<file path="config.mk">
export PLATFORM = sky130hd
export DESIGN_NAME = voice_dc_bandpass_agc_chain_top
export DESIGN_NICKNAME = d
export VERILOG_FILES = /design/src/rtl/vdbac_pkg.sv /design/src/rtl/voice_dc_bandpass_agc_chain_top.sv /design/src/rtl/vdbac_seq.sv /design/src/rtl/vdbac_dp.sv
export SDC_FILE = /design/constraint.sdc
export NUM_CORES = 2
export LEC_CHECK = 0
export BUFFER_PORTS_ARGS = -buffer_cell sky130_fd_sc_hd__buf_4
export CORE_ASPECT_RATIO = 1.4
export CORE_UTILIZATION = 58
export DETAILED_ROUTE_END_ITERATION = 8
export PLACE_DENSITY = 0.76
export SKIP_LAST_GASP = 1
export SYNTH_ARGS = -nofsm -noshare
export SYNTH_HDL_FRONTEND = slang
export SYNTH_SLANG_ARGS = --single-unit
</file>
<file path="constraint.sdc">
create_clock -name clk -period 9.7 [get_ports clk]
set_clock_uncertainty 0.05 [all_clocks]
set_input_delay 1.94 -clock clk [delete_from_list [all_inputs] [get_ports clk]]
set_output_delay 1.94 -clock clk [all_outputs]
set_load 0.005 [all_outputs]
</file>
<file path="src/rtl/vdbac_pkg.sv">
// Shared types, constants and microcode program for the voice DC blocker,
// band-pass biquad and AGC chain. No dependencies.
package vdbac_pkg;

  localparam int STEP_W    = 4;
  localparam int ACC_W     = 40;
  localparam int OPA_W     = 36;
  localparam int OPB_W     = 17;
  localparam int PROD_W    = OPA_W + OPB_W;
  localparam int CFG_IDX_W = 3;
  localparam int CFG_W     = 16;

  localparam logic [STEP_W-1:0] STEP_IDLE = '0;
  localparam logic [STEP_W-1:0] STEP_LAST = '1;

  localparam logic signed [OPB_W-1:0] DC_ALPHA = 17'sd32440;

  localparam logic signed [ACC_W-1:0] ACC_GAIN_MIN = 40'sd3276;
  localparam logic signed [ACC_W-1:0] ACC_GAIN_MAX = 40'sd327680;
  localparam logic signed [ACC_W-1:0] ACC_SAT_MAX  = 40'sd32767;
  localparam logic signed [ACC_W-1:0] ACC_SAT_MIN  = -40'sd32768;
  localparam logic [18:0]             GAIN_UNITY   = 19'd32768;

  // Configuration register indexes
  typedef enum logic [CFG_IDX_W-1:0] {
    REG_B0, REG_B1, REG_B2, REG_A1, REG_A2, REG_BAND_GAIN, REG_AGC_TARGET, REG_GAIN_STEP
  } reg_idx_t;

  typedef struct packed {
    logic signed [15:0] coef_b0;
    logic signed [15:0] coef_b1;
    logic signed [15:0] coef_b2;
    logic signed [15:0] coef_a1;
    logic signed [15:0] coef_a2;
    logic [14:0]        band_gain;
    logic [14:0]        agc_target;
    logic [14:0]        gain_step;
  } cfg_t;

  // Multiplier operand sources
  typedef enum logic [2:0] {
    A_DC_OUT, A_D1, A_D2, A_W, A_ACC, A_ERR, A_S2
  } a_sel_t;

  typedef enum logic [3:0] {
    B_ALPHA, B_B0, B_B1, B_B2, B_A1, B_A2, B_BAND, B_RATE, B_GAIN_HI
  } b_sel_t;

  // Accumulator operations on the shifted product
  typedef enum logic [2:0] {
    ACC_HOLD, ACC_LOAD_DCX, ACC_ADD, ACC_SUB, ACC_SATSUB, ACC_LOAD, ACC_LOAD_SAT, ACC_ADD_GAIN
  } acc_op_t;

  typedef enum logic [1:0] {
    SH_0, SH_7, SH_15
  } shift_t;

  // State register writes
  typedef enum logic [2:0] {
    ST_NONE, ST_IN, ST_DC, ST_W, ST_DELAY, ST_S2, ST_GAIN, ST_OUT
  } store_t;

  typedef enum logic [1:0] {
    J_NEXT, J_WAIT_IN, J_WAIT_OUT
  } jmp_t;

  typedef struct packed {
    a_sel_t             a_sel;
    b_sel_t             b_sel;
    acc_op_t            acc_op;
    shift_t             shift;
    store_t             store;
    jmp_t               jmp;
    logic [STEP_W-1:0]  target;
  } ctrl_t;

  function automatic logic signed [15:0] sat16(input logic signed [ACC_W-1:0] v);
    logic signed [15:0] r;
    if (v > ACC_SAT_MAX) r = 16'sh7FFF;
    else if (v < ACC_SAT_MIN) r = -16'sh8000;
    else r = v[15:0];
    return r;
  endfunction

  function automatic ctrl_t make_word(input a_sel_t a, input b_sel_t b, input acc_op_t op,
                                      input shift_t sh, input store_t st, input jmp_t j);
    ctrl_t w;
    w.a_sel  = a;
    w.b_sel  = b;
    w.acc_op = op;
    w.shift  = sh;
    w.store  = st;
    w.jmp    = j;
    w.target = STEP_IDLE;
    return w;
  endfunction

  // Program: each step issues a product and may accumulate the previous one.
  function automatic ctrl_t rom_word(input logic [STEP_W-1:0] step);
    ctrl_t w;
    unique case (step)
      4'd0:  w = make_word(A_DC_OUT, B_ALPHA,   ACC_HOLD,     SH_15, ST_IN,    J_WAIT_IN);
      4'd1:  w = make_word(A_DC_OUT, B_ALPHA,   ACC_LOAD_DCX, SH_15, ST_NONE,  J_NEXT);
      4'd2:  w = make_word(A_D1,     B_A1,      ACC_ADD,      SH_15, ST_NONE,  J_NEXT);
      4'd3:  w = make_word(A_D2,     B_A2,      ACC_SATSUB,   SH_15, ST_DC,    J_NEXT);
      4'd4:  w = make_word(A_D1,     B_B1,      ACC_SUB,      SH_15, ST_NONE,  J_NEXT);
      4'd5:  w = make_word(A_D2,     B_B2,      ACC_LOAD,     SH_15, ST_W,     J_NEXT);
      4'd6:  w = make_word(A_W,      B_B0,      ACC_ADD,      SH_15, ST_DELAY, J_NEXT);
      4'd7:  w = make_word(A_W,      B_B0,      ACC_ADD,      SH_15, ST_NONE,  J_NEXT);
      4'd8:  w = make_word(A_ACC,    B_BAND,    ACC_HOLD,     SH_15, ST_NONE,  J_NEXT);
      4'd9:  w = make_word(A_ACC,    B_BAND,    ACC_LOAD_SAT, SH_15, ST_NONE,  J_NEXT);
      4'd10: w = make_word(A_ERR,    B_RATE,    ACC_HOLD,     SH_0,  ST_S2,    J_NEXT);
      4'd11: w = make_word(A_ERR,    B_RATE,    ACC_ADD_GAIN, SH_0,  ST_NONE,  J_NEXT);
      4'd12: w = make_word(A_S2,     B_GAIN_HI, ACC_HOLD,     SH_0,  ST_GAIN,  J_NEXT);
      4'd13: w = make_word(A_S2,     B_GAIN_HI, ACC_HOLD,     SH_7,  ST_NONE,  J_NEXT);
      4'd14: w = make_word(A_S2,     B_GAIN_HI, ACC_LOAD_SAT, SH_7,  ST_NONE,  J_NEXT);
      4'd15: w = make_word(A_S2,     B_GAIN_HI, ACC_HOLD,     SH_7,  ST_OUT,   J_WAIT_OUT);
    endcase
    return w;
  endfunction

endpackage

</file>
<file path="src/rtl/voice_dc_bandpass_agc_chain_top.sv">
// Voice chain: one-pole DC blocker, Q15 biquad with band gain, AGC.
// The program is 16 steps on one shared multiplier and accumulator, so a new item
// is taken only at step 0; the final step waits while the output is stalled.
// Reset (rst, synchronous): clears filter state, sets AGC gain to unity and
// loads the default coefficients; no clearing pass.
module voice_dc_bandpass_agc_chain_top (
  input  logic                                clk,
  input  logic                                rst,
  input  logic                                in_valid,
  output logic                                in_stall,
  input  logic signed [15:0]                  mic_sample,
  output logic                                out_valid,
  input  logic                                out_stall,
  output logic signed [15:0]                  out_sample,
  input  logic                                cfg_we,
  input  logic [vdbac_pkg::CFG_IDX_W-1:0]     cfg_index,
  input  logic [vdbac_pkg::CFG_W-1:0]         cfg_data
);
  import vdbac_pkg::*;

  cfg_t  cfg;
  ctrl_t ctl;

  // Configuration registers: the user must write them only while the chain is
  // idle, so the datapath sees stable coefficients for a whole item; not enforced.
  always_ff @(posedge clk) begin
    if (rst) begin
      cfg.coef_b0    <= 16'sd15136;
      cfg.coef_b1    <= 16'sd0;
      cfg.coef_b2    <= -16'sd15136;
      cfg.coef_a1    <= 16'sd25078;
      cfg.coef_a2    <= 16'sd17630;
      cfg.band_gain  <= 15'd18000;
      cfg.agc_target <= 15'd24576;
      cfg.gain_step  <= 15'd163;
    end else if (cfg_we) begin
      // Registers narrower than the data word drop the high bits
      unique case (reg_idx_t'(cfg_index))
        REG_B0:         cfg.coef_b0    <= cfg_data;
        REG_B1:         cfg.coef_b1    <= cfg_data;
        REG_B2:         cfg.coef_b2    <= cfg_data;
        REG_A1:         cfg.coef_a1    <= cfg_data;
        REG_A2:         cfg.coef_a2    <= cfg_data;
        REG_BAND_GAIN:  cfg.band_gain  <= cfg_data[14:0];
        REG_AGC_TARGET: cfg.agc_target <= cfg_data[14:0];
        REG_GAIN_STEP:  cfg.gain_step  <= cfg_data[14:0];
        default: ;
      endcase
    end
  end

  // Step counter and program table; hold the input while a program runs,
  // hold the final step until the output register is free.
  vdbac_seq u_seq (
    .clk       (clk),
    .rst       (rst),
    .in_valid  (in_valid),
    .in_stall  (in_stall),
    .out_valid (out_valid),
    .out_stall (out_stall),
    .ctl       (ctl)
  );

  // Shared multiply/accumulate datapath with the filter and AGC state
  vdbac_dp u_dp (
    .clk        (clk),
    .rst        (rst),
    .ctl        (ctl),
    .cfg        (cfg),
    .mic_sample (mic_sample),
    .out_sample (out_sample)
  );

endmodule

</file>
<file path="src/rtl/vdbac_seq.sv">
// Microcode sequencer: step counter, program table, wait/jump handling and
// output valid flag. Depends on vdbac_pkg.
module vdbac_seq (
  input  logic            clk,
  input  logic            rst,
  input  logic            in_valid,
  output logic            in_stall,
  output logic            out_valid,
  input  logic            out_stall,
  output vdbac_pkg::ctrl_t ctl
);
  import vdbac_pkg::*;

  logic [STEP_W-1:0] pc;
  logic [STEP_W-1:0] pc_next;
  ctrl_t             word;
  logic              accept;
  logic              out_free;

  assign word     = rom_word(pc);
  assign in_stall = (word.jmp != J_WAIT_IN);
  assign accept   = in_valid && !in_stall;
  assign out_free = !out_valid || !out_stall;

  always_comb begin
    pc_next = pc;
    ctl     = word;
    unique case (word.jmp)
      J_NEXT: pc_next = pc + 1'b1;
      J_WAIT_IN: begin
        if (accept) pc_next = pc + 1'b1;
        else ctl.store = ST_NONE;
      end
      J_WAIT_OUT: begin
        if (out_free) pc_next = word.target;
        else ctl.store = ST_NONE;
      end
      default: pc_next = pc;
    endcase
  end

  always_ff @(posedge clk) begin
    if (rst) begin
      pc        <= STEP_IDLE;
      out_valid <= 1'b0;
    end else begin
      pc <= pc_next;
      if (word.jmp == J_WAIT_OUT && out_free) out_valid <= 1'b1;
      else if (!out_stall) out_valid <= 1'b0;
    end
  end

  a_accept_starts : assert property (@(posedge clk) disable iff (rst)
    accept |=> pc == STEP_IDLE + 1'b1)
    else $error("accepted item did not start the program");

  a_steps_advance : assert property (@(posedge clk) disable iff (rst)
    (pc != STEP_IDLE && pc != STEP_LAST) |=> pc == STEP_W'($past(pc) + 1'b1))
    else $error("step counter skipped or held mid-program");

  a_result_at_end : assert property (@(posedge clk) disable iff (rst)
    $rose(out_valid) |-> $past(pc) == STEP_LAST)
    else $error("result raised outside the final step");

endmodule

</file>
<file path="src/rtl/vdbac_dp.sv">
// Datapath: shared multiplier with product register, accumulator and the
// filter/AGC state registers. Driven by the control word. Depends on vdbac_pkg.
module vdbac_dp (
  input  logic                     clk,
  input  logic                     rst,
  input  vdbac_pkg::ctrl_t         ctl,
  input  vdbac_pkg::cfg_t          cfg,
  input  logic signed [15:0]       mic_sample,
  output logic signed [15:0]       out_sample
);
  import vdbac_pkg::*;

  logic signed [15:0]       x;
  logic signed [15:0]       dc_last_in;
  logic signed [17:0]       dc_last_out;
  logic signed [31:0]       d1;
  logic signed [31:0]       d2;
  logic signed [31:0]       w;
  logic signed [15:0]       s2;
  logic [18:0]              gain;
  logic signed [PROD_W-1:0] p;
  logic signed [ACC_W-1:0]  acc;
  logic signed [ACC_W-1:0]  acc_next;
  logic signed [ACC_W-1:0]  ps;
  logic signed [OPA_W-1:0]  op_a;
  logic signed [OPB_W-1:0]  op_b;
  logic signed [15:0]       acc16;
  logic [14:0]              mag;
  logic signed [15:0]       err;
  logic [18:0]              gain_clamped;

  // Magnitude of the band output, with the most negative code taken as 32767
  assign acc16 = acc[15:0];
  always_comb begin
    if (!acc16[15]) mag = acc16[14:0];
    else if (acc16 == -16'sh8000) mag = 15'h7FFF;
    else mag = 15'(-acc16);
  end
  assign err = $signed({1'b0, cfg.agc_target}) - $signed({1'b0, mag});

  always_comb begin
    if (acc < ACC_GAIN_MIN) gain_clamped = ACC_GAIN_MIN[18:0];
    else if (acc > ACC_GAIN_MAX) gain_clamped = ACC_GAIN_MAX[18:0];
    else gain_clamped = acc[18:0];
  end

  always_comb begin
    unique case (ctl.a_sel)
      A_DC_OUT: op_a = {{(OPA_W-18){dc_last_out[17]}}, dc_last_out};
      A_D1:     op_a = {{(OPA_W-32){d1[31]}}, d1};
      A_D2:     op_a = {{(OPA_W-32){d2[31]}}, d2};
      A_W:      op_a = {{(OPA_W-32){w[31]}}, w};
      A_ACC:    op_a = acc[OPA_W-1:0];
      A_ERR:    op_a = {{(OPA_W-16){err[15]}}, err};
      A_S2:     op_a = {{(OPA_W-16){s2[15]}}, s2};
      default:  op_a = '0;
    endcase
  end

  always_comb begin
    unique case (ctl.b_sel)
      B_ALPHA:   op_b = DC_ALPHA;
      B_B0:      op_b = {cfg.coef_b0[15], cfg.coef_b0};
      B_B1:      op_b = {cfg.coef_b1[15], cfg.coef_b1};
      B_B2:      op_b = {cfg.coef_b2[15], cfg.coef_b2};
      B_A1:      op_b = {cfg.coef_a1[15], cfg.coef_a1};
      B_A2:      op_b = {cfg.coef_a2[15], cfg.coef_a2};
      B_BAND:    op_b = {2'b00, cfg.band_gain};
      B_RATE:    op_b = {2'b00, cfg.gain_step};
      B_GAIN_HI: op_b = {6'd0, gain[18:8]};
      default:   op_b = '0;
    endcase
  end

  // Floor shift of the registered product
  always_comb begin
    unique case (ctl.shift)
      SH_0:    ps = p[ACC_W-1:0];
      SH_7:    ps = p[ACC_W+6:7];
      SH_15:   ps = {{(ACC_W-(PROD_W-15)){p[PROD_W-1]}}, p[PROD_W-1:15]};
      default: ps = p[ACC_W-1:0];
    endcase
  end

  always_comb begin
    unique case (ctl.acc_op)
      ACC_HOLD:     acc_next = acc;
      ACC_LOAD_DCX: acc_next = ACC_W'(x) - ACC_W'(dc_last_in);
      ACC_ADD:      acc_next = acc + ps;
      ACC_SUB:      acc_next = acc - ps;
      ACC_SATSUB:   acc_next = ACC_W'(sat16(acc)) - ps;
      ACC_LOAD:     acc_next = ps;
      ACC_LOAD_SAT: acc_next = ACC_W'(sat16(ps));
      ACC_ADD_GAIN: acc_next = $signed({{(ACC_W-19){1'b0}}, gain}) + ps;
      default:      acc_next = acc;
    endcase
  end

  always_ff @(posedge clk) begin
    p   <= op_a * op_b;
    acc <= acc_next;
    if (rst) begin
      dc_last_in  <= '0;
      dc_last_out <= '0;
      d1          <= '0;
      d2          <= '0;
      gain        <= GAIN_UNITY;
    end else begin
      unique case (ctl.store)
        ST_NONE: ;
        ST_IN:   x <= mic_sample;
        ST_DC: begin
          dc_last_in  <= x;
          dc_last_out <= acc[17:0];
        end
        ST_W:    w <= acc[31:0];
        ST_DELAY: begin
          d2 <= d1;
          d1 <= w;
        end
        ST_S2:   s2 <= acc[15:0];
        ST_GAIN: gain <= gain_clamped;
        ST_OUT:  out_sample <= acc[15:0];
        default: ;
      endcase
    end
  end

  a_gain_range : assert property (@(posedge clk) disable iff (rst)
    (gain >= ACC_GAIN_MIN[18:0]) && (gain <= ACC_GAIN_MAX[18:0]))
    else $error("AGC gain left its clamp range");

  a_out_saturated : assert property (@(posedge clk) disable iff (rst)
    (ctl.store == ST_OUT) |=> out_sample == $past(acc[15:0]))
    else $error("output register not loaded from the accumulator");

endmodule

</file>
---- Word level (Yosys, flattened, before mapping) ----
Memories as Yosys holds them, arrays and structs flattened. A register that Yosys moved wholly into a read port is not among the register bits.
Index checks and enable logic that the tools add are counted.
word-level totals
  flip-flop bits (word level) ............. 420
  memory bits (read-only) ................. 272
  bits of input ports ..................... 40
  output and inout port bits .............. 18
  logic and storage cells ................. 130
  memories kept ........................... 1
memories
  name              words  width  read ports  clocked after Yosys merged registers in  wr ports  RTL line          text
  (name not given)  16     17     1           1                                        0         vdbac_pkg.sv:101  unique case (step)
operators by class
  add/subtract/negate cells ............... 8
  $mul .................................... 1
  magnitude comparators ................... 6
  equal/unequal tests ..................... 44
  mux-type cells .......................... 23
  bitwise operators ....................... 1
  reduce and logical (&&, ||, !) cells .... 25
operators with widths
  operator                                                                           number
  40-bit case mux with 7 select lines                                                1
  36-bit case mux with 7 select lines                                                1
  17-bit case mux with 9 select lines                                                1
  40-bit by 16-bit greater-than comparator with 1-bit output, second input constant  2
  40-bit by 16-bit < comparator with 1-bit output, second input constant             2
  16-bit two-way mux                                                                 5
  40-bit case mux with 2 select lines                                                1
  36-bit by 17-bit multiplier with 53-bit output                                     1
  3-bit == test, second input constant                                               15
  20-bit by 40-bit adder with 40-bit output                                          1
  40-bit adder                                                                       1
  40-bit by 20-bit greater-than comparator with 1-bit output, second input constant  1
  40-bit by 13-bit < comparator with 1-bit output, second input constant             1
  16-bit by 40-bit subtractor with 40-bit output                                     1
  40-bit subtractor                                                                  1
  19-bit two-way mux                                                                 2
  15-bit two-way mux                                                                 2
  3-bit by 2-bit == test with 1-bit output, second input constant                    8
  2-bit AND reduction                                                                12
  16-bit by 16-bit subtractor with 17-bit output                                     1
  16-bit == test, second input constant                                              1
  4-bit by 3-bit == test with 1-bit output, second input constant                    4
  4-bit two-way mux                                                                  4
  15-bit by 15-bit subtractor with 16-bit output                                     1
  other kinds (22)                                                                   38

---- Longest topological paths before layout ----
  depth in word-level cells ............... 7
  mapped depth ............................ 46
  mapped depth without buffers ............ 43

---- By module ----
Synthesis repeated with hierarchy kept, for this count alone.
unflattened totals
  cells, all modules ...................... 5,302
  area total of the unflattened synthesis .. 46,433.3 um^2
by module, submodules not included
  module                           times used  cells each  area an instance (um^2)  sequential area each (um^2)
  vdbac_dp                         1           4,718       40,362.5                 7,006.7
  voice_dc_bandpass_agc_chain_top  1           451         4,868.4                  2,502.4
  vdbac_seq                        1           133         1,202.4                  440.4

---- Least setup slack after synthesis ----
Ideal clock, no wire load.
  kind .................................... register -> register
  start point ............................. register u_dp.acc[1]
  end point ............................... register u_dp.p[52]
  setup time .............................. 0.128 ns
  arrival time ............................ 9.913 ns
  path slack .............................. -0.391 ns
  cell stages (with the launch flop) ...... 44
  period minus slack after synthesis ...... 10.091 ns
  cell sequence ........................... edfxtp_1 -> buf_6 -> inv_1 -> ha_1 -> nand3_1 -> or3_1 -> nor2_1 -> nand2_1 -> nor2_1 -> clkbuf_1 -> nor2_1 -> ha_1 -> a21o_1 -> a21oi_1 -> o21ai_0 -> a21oi_1 -> o21ai_0 -> a211oi_1 -> [8 not listed] -> fa_1 -> inv_1 -> fa_1 -> fa_1 -> inv_1 -> fa_1 -> inv_1 -> ha_1 -> a21oi_1 -> nand2_1 -> a21o_1 -> nor4b_1 -> nor3_1 -> o21ai_0 -> nand3_1 -> a41oi_1 -> mux2i_1 -> nand4_1
between the ends
  word-level cells in the longest chain between the ends .. 6
  elaborated cells between the ends (all ways) .. 7
  classes of those cells .................. add/sub (2); mul (1); eq/ne (1); mux (3)
RTL lines
  item                                                     RTL line                        text
  start: declaration                                       vdbac_dp.sv:22                  logic signed [ACC_W-1:0] acc;
  start signal: assignment                                 vdbac_dp.sv:101                 acc <= acc_next;
  15-bit negator / 16-bit == test (equally long branches)  vdbac_dp.sv:37, vdbac_dp.sv:36
  15-bit two-way mux                                       vdbac_dp.sv:36                  else if (acc16 == -16'sh8000) mag = 15'h7FFF;
  15-bit two-way mux                                       vdbac_dp.sv:35                  if (!acc16[15]) mag = acc16[14:0];
  15-bit by 15-bit subtractor with 16-bit output           vdbac_dp.sv:39                  assign err = $signed({1'b0, cfg.agc_target}) - $signed({1'b0, mag});
  36-bit case mux with 7 select lines (*)                  vdbac_dp.sv:48                  unique case (ctl.a_sel)
  36-bit by 17-bit multiplier with 53-bit output (*)       vdbac_dp.sv:100                 p <= op_a * op_b;
  end signal: assignment                                   vdbac_dp.sv:100
  end: declaration                                         vdbac_dp.sv:21                  logic signed [PROD_W-1:0] p;
Every way passes the cells marked *; elsewhere a longest branch is shown, timed or not.
A chain may end at the register's enable or synchronous reset.

---- Worst setup path in the final report ----
  start point ............................. register u_dp.acc[0]
  end point ............................... register u_dp.p[49]
The elaborated chain is that of the path after synthesis.

==> reports/results.tsv <==
metric	value	unit
Pre-Repair DR Iteration Count	9	
failing checks	design-rule violations, negative setup slack	
initial drt markers	4470	
hold path cells	2	
TritonCTS clock tree	done	
RSZ-0062 raised after global routing	true	
nets	6599	
Final GP Congestion	1.03	
status	finished, violations left	
routed len/inst	24.9	um
Synth Instances	5422	
Yosys top cell area share	25.4	%
multi-input logic area	0.0337	sq mm
Post-CTS Hold Buffers	0	
reg-to-reg critical path endpoint	u_dp.p[49]	
Setup-failing EPs final	6	
largest net degree at the start of global routing	163	
Synth Cell Area	0.0462	sq mm
CP top delay family	adder cells	
commonest non-fill, non-tap cell in the layout	nand2_1	
gr usage total	42.9	%
worst rel slew slack	9.55	%
post-route insts no fill	6817	
Worst Tran Pin Value	1320	ps
P per Cell Area	237	mW/mm^2
total vias in the final route	42398	
CTS buffer count	44	
HP Start	u_dp.d2[3]	
Ports	58	
Period Utilization, post-route	102	%
worst-path fanout max	8	
Final Hold Vio Count	0	
setup_tns	-436	ps
Final HPWL DP	130	mm
Slowest cell on crit path	fa_1	
R2R cell count	41	
worst reg2reg setup slack	-160	ps
synthesized area per cell	8.52	sq um
sequential share of the synthesized area	21.5	%
IO buf count	57	
placed insts	6682	
kind of critical path	flip-flop to flip-flop	
max-slew violation count	0	
Required @ worst endpoint	10160	ps
leakage	0.0245	uW
Area growth syn-to-layout	16.2	%
post-synth cell types	85	
Root Buffer Master	clkbuf_16	
Initial Utilization	58.5	%
Congestion Overflow GR	0	
Tmin final	9860	ps
EDFF count, synth	120	
DRC	11	
Synth Register Bits	437	
width of the die	240	um
Critical Path Start	u_dp.acc[0]	
share of layout cells above drive strength 1	15.9	%
Synth Net Count	6292	
Bufs on Longest Clock Path	3	
pre-CTS WS	-660	ps
antenna violations before repair	9	
CTS HTree Levels	2	
ys async rst share	0	%
first-pass GRT wire length	258	mm
routed wire length	170	mm
Max-cap violations	0	
slowest stage delay, CP	580	ps
YS warnings	0	
Reg clk slew, reported paths	60	ps
fmax	0.101	GHz
Sink Count	437	
setup ws final	-164	ps
WHS Endpoint	u_dp.d2[3]	
top cells by area, synth	fa_1 25%, dfxtp_1 14%, edfxtp_1 7.8%	
Worst VDD drop	0.000192	V
crit path DAT	10330	ps
Core Footprint	0.0789	sq mm
Post-synth top flop	dfxtp_1	
Reg area	0.00995	sq mm
Worst Path Buf+Inv	6	
FF-to-FF Start	u_dp.acc[0]	
Hold Crit Class	flip-flop to flip-flop	
startpoint types	flip-flop	
number of cell rows	122	
vias in the first global route	43286	
Yosys top cell by area	fa_1	
clk_lat worst skew	620	ps
die area	0.0808	sq mm
most frequent cells in the layout	778 x nand2_1, 684 x inv_1, 561 x fa_1	
most numerous cell on the critical path	fa_1	
vias per cell	6.22	
Die Y	336	um
CP Capture Type	flip-flop	
Post-DRT Antenna Nets	0	
Fill cells	6454	
-- cells in the mapped netlist, types with 21 or more instances --
cell type	number
nand3_1	195
a221oi_1	27
o211ai_1	30
mux2i_1	23
and2_1	56
inv_1	706
a211oi_1	21
dfxtp_1	317
o22ai_1	24
a22o_1	22
o21ai_0	134
nor3_1	169
clkbuf_1	247
edfxtp_1	120
o21a_1	28
nand4_1	24
a22oi_1	119
nand2_1	784
xnor2_1	99
buf_2	24
nand2b_1	66
nor2b_1	41
and3_1	22
mux2_2	23
a221o_1	22
nand3b_1	48
a21oi_1	377
xor2_1	54
a21o_1	121
nor2_1	329
fa_1	586
ha_1	244
-- worst register-to-register path, delay by kind of cell (launching register included) --
kind                       cells  cell delay (ps)
AOI/OAI and AO/OA             15             2920
adders and majority gates      9             3910
buffers and inverters          6              730
and+or+nand+nor               11             1760
DFF                            1              400
-- per-stage QoR --
stage	cell area, sq um	power [uW]	utilization (%)	hold WS (ps)
CTS	52600	12100	66.7	404
floorplan	46200	6960	-	371
global placement	50500	9970	63.9	389
detailed placement	50500	10000	63.9	396
finish	53700	12700	68.0	404
global route	53700	13300	68.0	418
-- how the worst max path moves through the flow --
| stage | to | slack (ps) | cells past startpoint |
|---|---|---|---|
| 3_3_place_gp | u_dp.p[49] | -420 | 40 |
| 5_1_grt | u_dp.p[45] | -430 | 45 |
| 4_1_cts | u_dp.p[49] | -130 | 43 |
| 2_1_floorplan | u_dp.p[52] | -40 | 46 |
| 6_report | u_dp.p[49] | -160 | 41 |
| 3_5_place_dp | u_dp.p[49] | -660 | 40 |
-- power by group --
part | switching, uW | internal [uW]
sequential | 326 | 2210
clock | 794 | 1040
combinational | 5100 | 3250
total | 6220 | 6490
-- layout make-up --
cell class / count / share of cell area, %
diodes: 3 / 0.0140
clock buffers: 61 / 2.38
clock inverters: 16 / 0.429
inverters: 707 / 4.94
multi-input cells: 3973 / 62.7
flip-flops and latches: 437 / 18.5
well taps: 1054 / 2.46
repair buffers: 566 / 8.51
-- timing repair --
action,in CTS,in global routing
endpoints found under the hold margin,0,0
resized for setup,108,164
setup endpoints to repair,27,31
gates cloned,0,2
pin swaps,74,115
buffers inserted,28,28
-- flip-flops by register name, summed over array words and instances, names as in the netlist, 17 cells and up --
signal            flops
u_dp.gain            19
u_seq.word           17
u_dp.dc_last_out     18
cfg                 125
u_dp.d1              32
u_dp.w               32
u_dp.acc             40
u_dp.d2              32
u_dp.p               53
-- routing by layer --
layer	global-route usage, %	vias up	routed length, um	share of wire [%]
met1	47.4	20524	56500	33
met3	9.42	843	16400	9.6
met4	38.4	10	18400	11
met2	69.2	2316	78700	46
li1	-	18705	-	-
met5	0	-	73	0.043
-- cell families (layout without fill, tap and decap cells) --
group	after synthesis	after routing	synth area share, %
AOI/OAI and AO/OA	1128	1128	16.2
xor gates and xnor gates	153	153	2.90
adders and majority gates	830	830	32.0
buffers and inverters	1012	1350	8.38
DFF	437	437	21.5
muxes	48	48	1.13
other	0	3	0
and+or+nand+nor	1814	1814	17.8
Note: power is estimated with default switching activity, not from simulation.
